===== src/sv/tni_pkg.sv =====
// ----------------------------------------------------------------------------
// tni_pkg
// Types, constants and helper functions of the number increment block.
// ----------------------------------------------------------------------------
`timescale 1ns / 1ps

package tni_pkg;

    // Line storage geometry.
    localparam int LINE_MAX   = 4096;
    localparam int LINE_AW    = $clog2(LINE_MAX);
    localparam int COL_W      = LINE_AW + 1;
    localparam int MAX_DIGITS = 64;

    // Character codes.
    localparam logic [15:0] CH_MINUS = 16'h002D;
    localparam logic [15:0] CH_ZERO  = 16'h0030;
    localparam logic [15:0] CH_LX    = 16'h0078;
    localparam logic [15:0] CH_UX    = 16'h0058;
    localparam logic [15:0] CH_LB    = 16'h0062;
    localparam logic [15:0] CH_UB    = 16'h0042;
    localparam logic [4:0]  UV_NONE  = 5'd16;

    // Prefix kinds.
    localparam logic [2:0] PK_NONE = 3'd0;
    localparam logic [2:0] PK_LX   = 3'd1;
    localparam logic [2:0] PK_UX   = 3'd2;
    localparam logic [2:0] PK_LB   = 3'd3;
    localparam logic [2:0] PK_UB   = 3'd4;

    // Configuration register indexes.
    localparam logic [1:0] CFG_CURSOR = 2'd0;
    localparam logic [1:0] CFG_DELTA  = 2'd1;
    localparam logic [1:0] CFG_SUB    = 2'd2;

    typedef enum logic [1:0] {
        BASE_DEC,
        BASE_HEX,
        BASE_BIN
    } t_base;

    typedef enum logic [1:0] {
        ALU_MAC,
        ALU_ADD,
        ALU_SUB
    } t_alu_op;

    typedef struct packed {
        t_alu_op op;
        t_base   base;
    } t_alu_ctrl;

    typedef enum logic [3:0] {
        S_IDLE,
        S_PRIME,
        S_SEARCH,
        S_START,
        S_SKIP,
        S_DIGITS,
        S_ARITH,
        S_SUB2,
        S_SIGN,
        S_BCD,
        S_LEAD,
        S_EMIT,
        S_NONE
    } t_state;

    // Digit value of a unit in any base, UV_NONE if it is no digit.
    function automatic logic [4:0] unit_value(input logic [15:0] u);
        logic [4:0] v;
        v = UV_NONE;
        if (u >= 16'h0030 && u <= 16'h0039) v = 5'(u - 16'h0030);
        else if (u >= 16'h0061 && u <= 16'h0066) v = 5'(u - 16'h0057);
        else if (u >= 16'h0041 && u <= 16'h0046) v = 5'(u - 16'h0037);
        return v;
    endfunction

    function automatic logic is_dec(input logic [15:0] u);
        return (u >= 16'h0030) && (u <= 16'h0039);
    endfunction

endpackage


===== src/sv/tni_bcd.sv =====
// ----------------------------------------------------------------------------
// tni_bcd
// Iterative binary to BCD converter, one input bit per cycle.
// ----------------------------------------------------------------------------
`timescale 1ns / 1ps

module tni_bcd (
    input  logic        i_clk,
    input  logic        i_rst_n,
    input  logic        i_start,
    input  logic [63:0] i_bin,
    output logic        o_done,
    output logic [79:0] o_bcd
);
    import tni_pkg::*;

    logic        r_busy, n_busy;
    logic [6:0]  r_cnt, n_cnt;
    logic [63:0] r_bin, n_bin;
    logic [79:0] r_bcd, n_bcd;
    logic        r_done, n_done;
    logic [79:0] w_adj;

    // Add three to every digit of five or more before the shift.
    always_comb begin
        for (int i = 0; i < 20; i++) begin
            w_adj[4*i +: 4] = (r_bcd[4*i +: 4] >= 4'd5) ? r_bcd[4*i +: 4] + 4'd3
                                                          : r_bcd[4*i +: 4];
        end
    end

    always_comb begin
        n_busy = r_busy;
        n_cnt  = r_cnt;
        n_bin  = r_bin;
        n_bcd  = r_bcd;
        n_done = 1'b0;
        if (i_start) begin
            n_busy = 1'b1;
            n_cnt  = 7'd64;
            n_bin  = i_bin;
            n_bcd  = '0;
        end else if (r_busy) begin
            n_bcd = {w_adj[78:0], r_bin[63]};
            n_bin = {r_bin[62:0], 1'b0};
            n_cnt = r_cnt - 7'd1;
            if (r_cnt == 7'd1) begin
                n_busy = 1'b0;
                n_done = 1'b1;
            end
        end
    end

    always_ff @(posedge i_clk) begin
        if (!i_rst_n) begin
            r_busy <= 1'b0;
            r_done <= 1'b0;
            r_cnt  <= '0;
        end else begin
            r_busy <= n_busy;
            r_done <= n_done;
            r_cnt  <= n_cnt;
        end
        r_bin <= n_bin;
        r_bcd <= n_bcd;
    end

    assign o_done = r_done;
    assign o_bcd  = r_bcd;

endmodule


===== config.mk =====
export PLATFORM = sky130hd
export DESIGN_NAME = tni_bcd
export DESIGN_NICKNAME = d
export VERILOG_FILES = /design/src/sv/tni_pkg.sv /design/src/sv/tni_bcd.sv
export SDC_FILE = /design/constraint.sdc
export NUM_CORES = 1
export LEC_CHECK = 0
export ABC_AREA = 1
export ABC_CLOCK_PERIOD_IN_PS = 5260
export BUFFER_PORTS_ARGS = -buffer_cell sky130_fd_sc_hd__buf_2
export CORE_MARGIN = 2
export CORE_UTILIZATION = 38
export CTS_CLUSTER_SIZE = 40
export DETAILED_ROUTE_END_ITERATION = 10
export GPL_TIMING_DRIVEN = 0
export SLEW_MARGIN = 25
export SYNTH_ARGS = -nofsm -noshare
export SYNTH_HDL_FRONTEND = slang
export SYNTH_SLANG_ARGS = --single-unit

===== constraint.sdc =====
create_clock -name i_clk -period 5.26 [get_ports i_clk]
set_input_delay 0.263 -clock i_clk [delete_from_list [all_inputs] [get_ports i_clk]]
set_output_delay 0.263 -clock i_clk [all_outputs]
set_load 0.05 [all_outputs]

== Word level (Yosys, flattened, before mapping) ==
Cells that the tools add are included.
Widths: inputs -> output; s select.
Storage, ports and cells
  flip-flop bits (word level): 153
  bits of input ports: 67
  output and inout port bits: 81
Operators by class
  add/sub/neg operators: 21
  magnitude comparators: 20
  eq/ne operators: 1
  mux-type cells: 28
  bitwise logic cells: 2
  reduce and logical (&&, ||, !) cells: 3
Operator list (number)
  $mux 64: 2
  $ge 4x3->1 const B: 20
  $add 4x2->4 const B: 19
  $mux 4: 19
  $mux 7: 2
  $eq 7x1->1 const B: 1
  $sub 7x1->7 const B: 1
  $mux 1: 4
  $add 3x2->3 const B: 1
  $mux 3: 1
  $reduce_or 3->1: 1
  $not 1->1: 2
  $reduce_bool 2->1: 1
  $reduce_or 2->1: 1

== Depth between registers and ports, before layout ==
Gate-level depths: netlist (run 1).
  word-level depth: 4
  gate-level depth with buffers: 10
  depth with buffers taken out: 10

== Least setup slack after synthesis (run 1) ==
Ideal clock, no wire load.
  path kind: input-to-reg
  start point: input port i_start
  end point: register r_bin[0], enable pin
  library setup time: 0.419 ns
  arrival: 1.922 ns
  data required time: 4.841 ns
  setup slack: 2.918 ns
  cell stages on the path: 4
  buffers on the path: 2
  cells stage by stage: buf_2 -> nor2_2 -> buf_4 -> inv_1
On the way
  longest elaborated chain between the ends: 1
RTL lines
  start, declared: line tni_bcd.sv:10  | input logic i_start,
  $reduce_bool 2->1 (no line)
  end signal, assigned: line tni_bcd.sv:64  | r_bin <= n_bin;
  end, declared: line tni_bcd.sv:19  | logic [63:0] r_bin, n_bin;
No other way between the ends.
A chain may end at the register's enable or synchronous reset.

== Worst setup path after layout (run 1) ==
  start point: register r_busy
  end point: register r_bin[41], enable pin
On the way
  longest elaborated chain between the ends: 1
RTL lines
  start, declared: line tni_bcd.sv:17  | logic r_busy, n_busy;
  start signal, assigned: line tni_bcd.sv:60  | r_busy <= n_busy;
  $reduce_bool 2->1 (no line)
No other way between the ends.

==> out/qor.txt, run 1 <==
Row count = 52
Post-Place Cells = 1445
Average size of a mapped cell = 7.49 µm²
Number of global-route vias before repair = 6117
Sw frac = 23.8%
Post-synthesis simple-gate area fraction = 31.1%
CP startpoint kind = register
Total congestion overflow = 0
Register area = 3700 µm²
Crit Path Max Fanout = 45
Power per cell area = 297 nW/µm²
Non-filler cells, final = 1477
Multi-input gate area = 3390 µm²
Initial core utilization = 38.4%
Post-synth EDFFs = 64
Met1 Use GR = 23.8%
Fin crit share = 30.3%
First-pass iteration count of the detailed router = 4
Most used DFF post-synth = dfxtp_1
Largest family of logic cells by synthesized area = simple AND/OR/NAND/NOR gates
Drt drc = 0
Total Die Area = 21400 µm²
Synthesized-area fraction occupied by adder cells = 6.82%
Synth area leader = edfxtp_1
Setup violations, final = 0
Endpoints failing hold = 0
Clock Latency Late Sink = 0.42 ns
Placed inst area = 8800 µm²
RSZ-0062 raised after global routing = false
Pin count of the biggest net entering global routing = 46
Final net count = 1303
IO Port Bufs = 146
VDD IR max = 0.207 mV
Worst Path Required = 5.41 ns
Met3 usage = 4.72%
Tmin final = 1.60 ns
Final Max Slew Viols = 0
Critical path type = register to register
Seq pwr share = 47.5%
Yosys reg bits = 153
Layout cells sized above 1 = 17.6%
M2 GR Usage = 27.1%
Gate Count Post-Synth = 1028
Die Y = 146 µm
Crit-path slowest cell = dfxtp_1
Max cap viols = 0
Die width = 146 µm
Clock power frac = 45.5%
Pre-CTS worst setup slack = 3.52 ns
Post-CTS resize count = 0
Max stage delay on crit path = 0.33 ns
Psw = 0.000664 W
CTS H-Tree Depth = 4
Hold Buf Count CTS = 0
Multiplexer share of the synthesized area = 0%
Dpl hpwl = 12800 µm
Min-Delay Path Class = input pin to register
TritonCTS clock tree = done
Synth Area in Compound Gates = 5.69%
Bufs on Longest Clock Path = 2
Routed vias/inst = 4.58
Commonest cells in the netlist = nand2_1, inv_1, dfxtp_1, nand3_1, edfxtp_1
Top cells by area, synth = edfxtp_1, nand2_1, dfxtp_1
Placer Congestion = 0.793
Gr usage total = 17.3%
# IOs = 148
Crit. End Element = register
Routed WL = 18200 µm
Clock root cell = clkbuf_16
Pint = 0.00213 W
Yosys synthesis warning count = 0
Synthesized Nets = 1137
Area Overhead vs Synth = 22.1%
XOR/XNOR Fraction of Synth Area = 0.341%
TritonCTS Sinks = 153
1st-iter DRT viols = 290
Initial antenna violation count = 1
Setup_tns = 0 ns
Comb pwr share = 7.0%
Fin area = 9400 µm²
DR WL/cell = 12.3 µm
Reg clk slew, reported paths = 0.07 ns
Detail Route Antenna Nets = 0
Outcome = finished clean
CTS Buf Count = 17
Yosys top cell area share = 25.0%
ANT cells = 0
Postcts setup bufs = 0
Slew margin rel. = 55.2%
First-pass GRT wire length = 29900 µm
Worst clock skew = 0.00948 ns
Post-route setup slack = 3.66 ns
Ys async rst share = 0%
Fmax = 626 MHz
CORE AREA = 20000 µm²
Syn Std Cell Area = 7700 µm²
Synth unique cells = 23
Critical Path AT = 1.75 ns
Count leader, synth = nand2_1
Vias post-DR = 6759
Least-Margin Pin Slew = 0.672 ns
Fillers = 2078
Leak = 4.77 nW
Critical Path, Cell by Cell = nor2_2, buf_4, inv_4, buf_16
Most Used Layer, Global Route = met2
Sequential area share after synthesis = 48.1%
==> cell type report <==
cell class              instances  share of cell area (%)
clock inverters                13                    1.82
flip-flops and latches        153                    39.4
well taps                     270                    3.59
inverters                     115                    4.62
plain buffers                  34                    1.90
clock buffers                  19                    4.60
multi-input cells             726                    36.0
repair buffers                147                    8.06
==> metal layers <==
layer | wire length (µm) | share of wire [%]
met1 | 8970 | 49
met2 | 7970 | 44
met3 | 1020 | 5.6
met4 | 200 | 1.1
met5 | 13 | 0.072
==> power groups by stage <==
stage	sequential (W)	clock [W]	combinational (W)
after detailed placement	0.00135	0	0.000199
final	0.00132	0.00127	0.000197
after floorplan	0.00135	0	0.000117
after CTS	0.00132	0.00130	0.000200
after global routing	0.00133	0.00136	0.000226
after global placement	0.00135	0	0.000194
==> sequential cells by signal (all words and copies together), names as in the netlist <==
| signal | cells |
|---|---|
| r_busy | 1 |
| r_bin | 64 |
| r_cnt | 7 |
| o_done | 1 |
| o_bcd | 80 |
==> metrics by stage <==
stage          total power (W)  util [%]  hold WS, ns
2_1_floorplan          0.00147         -        0.391
3_3_place_gp           0.00155      43.8        0.432
3_5_place_dp           0.00155      43.9        0.450
4_1_cts                0.00283      46.9       0.0810
5_1_grt                0.00291      46.9       0.0919
6_report               0.00279      46.9       0.0999
==> worst max-delay path: cells and delay by family, from the launching register on <==
kind | cells | cell delay, ns
buffers and inverters | 3 | 0.67
AND/OR/NAND/NOR | 1 | 0.30
flip-flops | 1 | 0.33
==> cell usage in the layout, fill, tap and decap left out, types with 6 or more instances in the layout <==
cell type  count
buf_4          6
nand3_1       82
inv_1        112
edfxtp_1      64
clkbuf_16     17
o21ai_1        9
o21ai_0       48
buf_2        169
o21a_1        14
nand2_1      496
ha_1          42
nor2_1        13
dfxtp_1       89
==> kinds of logic after synthesis <==
kind of cell / Yosys count
xor gates and xnor gates: 3
adders and majority gates: 42
buffers and inverters: 149
DFF: 153
AOI/OAI and AO/OA: 79
and+or+nand+nor: 602
==> path summary, 6_finish.rpt <==
check             depth (start not counted)   endpoint  slack, ns  startpoint
setup / recovery                          4  r_bin[41]       3.66      r_busy
hold / removal                            3     r_busy        0.1     i_rst_n
hold reg to reg                           2   o_bcd[0]       0.44   r_bin[63]
setup reg to reg                          4  r_bin[41]       3.66      r_busy
No activity file was read; power rests on OpenSTA's default activity.
==> run 2, diff against run 1 <==
- ABC_CLOCK_PERIOD_IN_PS: 5260 -> 1400
- clock period: 5.26 -> 1.4 ns (I/O delays scaled with it)
==> out/qor.txt, run 2 (synthesis results as in run 1) <==
Outcome = finished clean (unchanged)
Total congestion overflow = 0 (unchanged)
Number of global-route vias before repair = 6647 (was 6117)
Max stage delay on crit path = 0.34 ns (was 0.33 ns)
CORE AREA = 20000 µm² (unchanged)
Critical Path, Cell by Cell = nor2_4, buf_8, clkinvlp_4, buf_4, buf_16 (was nor2_2, buf_4, inv_4, buf_16)
Max cap viols = 0 (unchanged)
Most common cell after layout, fill and taps aside = nand2_1 (unchanged)
Worst Path Required = 1.58 ns (was 5.41 ns)
CTS Buf Count = 17 (unchanged)
Worst setup endpoint = r_bin[13] (was r_bin[41])
Detail Route Antenna Nets = 0 (unchanged)
TritonCTS Sinks = 153 (unchanged)
Crit-path slowest cell = dfxtp_2 (was dfxtp_1)
Critical path type = register to register (unchanged)
CP startpoint kind = register (unchanged)
Bufs and invs on worst path = 4 (was 3)
Die width = 146 µm (unchanged)
Crit. End Element = register (unchanged)
Dpl hpwl = 12900 µm (was 12800 µm)
R2R depth = 5 (was 4)
Tmin final = 1.33 ns (was 1.60 ns)
Initial core utilization = 38.4% (unchanged)
Drt drc = 0 (unchanged)
First-pass GRT wire length = 31700 µm (was 29900 µm)
Post-Place Cells = 1446 (was 1445)
Final Max Slew Viols = 0 (unchanged)
Vias post-DR = 7088 (was 6759)
Gr usage total = 18.4% (was 17.3%)
RSZ-0062 raised after global routing = false (unchanged)
Tot Pwr = 0.0106 W (was 0.00279 W)
Placer Congestion = 0.822 (was 0.793)
Critical Path AT = 1.51 ns (was 1.75 ns)
Least-Margin Pin Slew = 0.682 ns (was 0.672 ns)
Reg clk slew, reported paths = 0.06 ns (was 0.07 ns)
First-pass iteration count of the detailed router = 7 (was 4)
Fin crit share = 95.3% (was 30.3%)
Total Die Area = 21400 µm² (unchanged)
Row count = 52 (unchanged)
Slew margin rel. = 54.5% (was 55.2%)
Area Overhead vs Synth = 32.6% (was 22.1%)
Min-Delay Path Class = input pin to register (unchanged)
Final net count = 1375 (was 1303)
Crit Path Max Fanout = 18 (was 45)
Power per cell area = 1030 nW/µm² (was 297 nW/µm²)
Stages on worst setup path = 5 (was 4)
Pin count of the biggest net entering global routing = 20 (was 46)
Delay-heaviest family, CP = buffers and inverters (unchanged)
Setup_tns = 0 ns (unchanged)
TritonCTS clock tree = done (unchanged)
CTS H-Tree Depth = 4 (unchanged)
Pre-CTS worst setup slack = -0.354 ns (was 3.52 ns)
Bufs on Longest Clock Path = 2 (unchanged)
Endpoints failing hold = 0 (unchanged)
DR WL/cell = 12.5 µm (was 12.3 µm)
Leak = 5.12 nW (was 4.77 nW)
Worst r2r src = r_busy (unchanged)
VDD IR max = 0.827 mV (was 0.207 mV)
Fmax = 750 MHz (was 626 MHz)
IO Port Bufs = 146 (unchanged)
Worst clock skew = 0.00903 ns (was 0.00948 ns)
Clock root cell = clkbuf_16 (unchanged)
Layout cells sized above 1 = 20.6% (was 17.6%)
ANT cells = 0 (unchanged)
Initial antenna violation count = 0 (was 1)
Hold WS = 0.169 ns (was 0.0999 ns)
Setup violations, final = 0 (unchanged)
Routed WL = 19400 µm (was 18200 µm)
Post-route setup slack = 0.0663 ns (was 3.66 ns)
1st-iter DRT viols = 298 (was 290)
Most frequent cells in the layout = nand2_1, buf_2, inv_1 (unchanged)
Reg-to-reg setup timing slack = 0.07 ns (was 3.66 ns)
# IOs = 148 (unchanged)
Largest register FFs = 80 (unchanged)
Crit path launch = r_busy (unchanged)
Worst reg2reg endpoint = r_bin[13] (was r_bin[41])
Non-filler cells, final = 1549 (was 1477)
Die Y = 146 µm (unchanged)
Clock Latency Late Sink = 0.42 ns (about the same)
Routed vias/inst = 4.58 (about the same)
run 2: how the worst min path moves through the flow:
stage	from	to	cells after the start
final	i_start	r_cnt[1]	4
after global routing	i_start	r_cnt[1]	4
after CTS	i_start	r_cnt[1]	4
after detailed placement	i_rst_n	r_busy	3
after global placement	i_rst_n	r_busy	3
after floorplan	i_rst_n	r_busy	2
run 2: report_power, final:
group          switching, W  total [W]  internal (W)
clock network       0.00197    0.00463       0.00267
registers         0.0000734    0.00498       0.00490
logic              0.000529   0.000942      0.000412
run 2: worst reg2reg max path, delay by kind of cell, from the launching register on:
family / cells / cell delay (ns)
buf+inv: 4 / 0.60
flops: 1 / 0.34
simple gates: 1 / 0.15
run 2: timing repair:
action                     CTS  global route
setup endpoints to repair   76             6
gates resized for setup      1             4
hold buffers                65             0
pin swaps                    1             0
buffers inserted             6             0
hold endpoints to repair    66             0
cloned                       1             0
run 2: metal layers:
layer / track usage, % / share of wire [%]
met1: 24.3 / 48
met2: 31.0 / 46
met3: 4.06 / 4.2
met4: 4.47 / 1.1
met5: 0 / 0
run 2: layout make-up:
| cell class | instances | area, µm² |
|---|---|---|
| fill | 2000 | 9830 |
| sequential | 153 | 3760 |
| multi-input combinational | 726 | 3390 |
| timing repair buffer | 220 | 1510 |
| inverter | 115 | 435 |
| clock buffer | 17 | 425 |
| tap | 270 | 338 |
| buffer | 33 | 186 |
| clock inverter | 15 | 168 |
run 2: stage by stage:
stage / utilization (%) / instance area [µm²]
global placement: 44.1 / 8830
global route: 50.9 / 10200
detailed placement: 44.3 / 8880
CTS: 50.9 / 10200
finish: 50.9 / 10200
floorplan: - / 7760
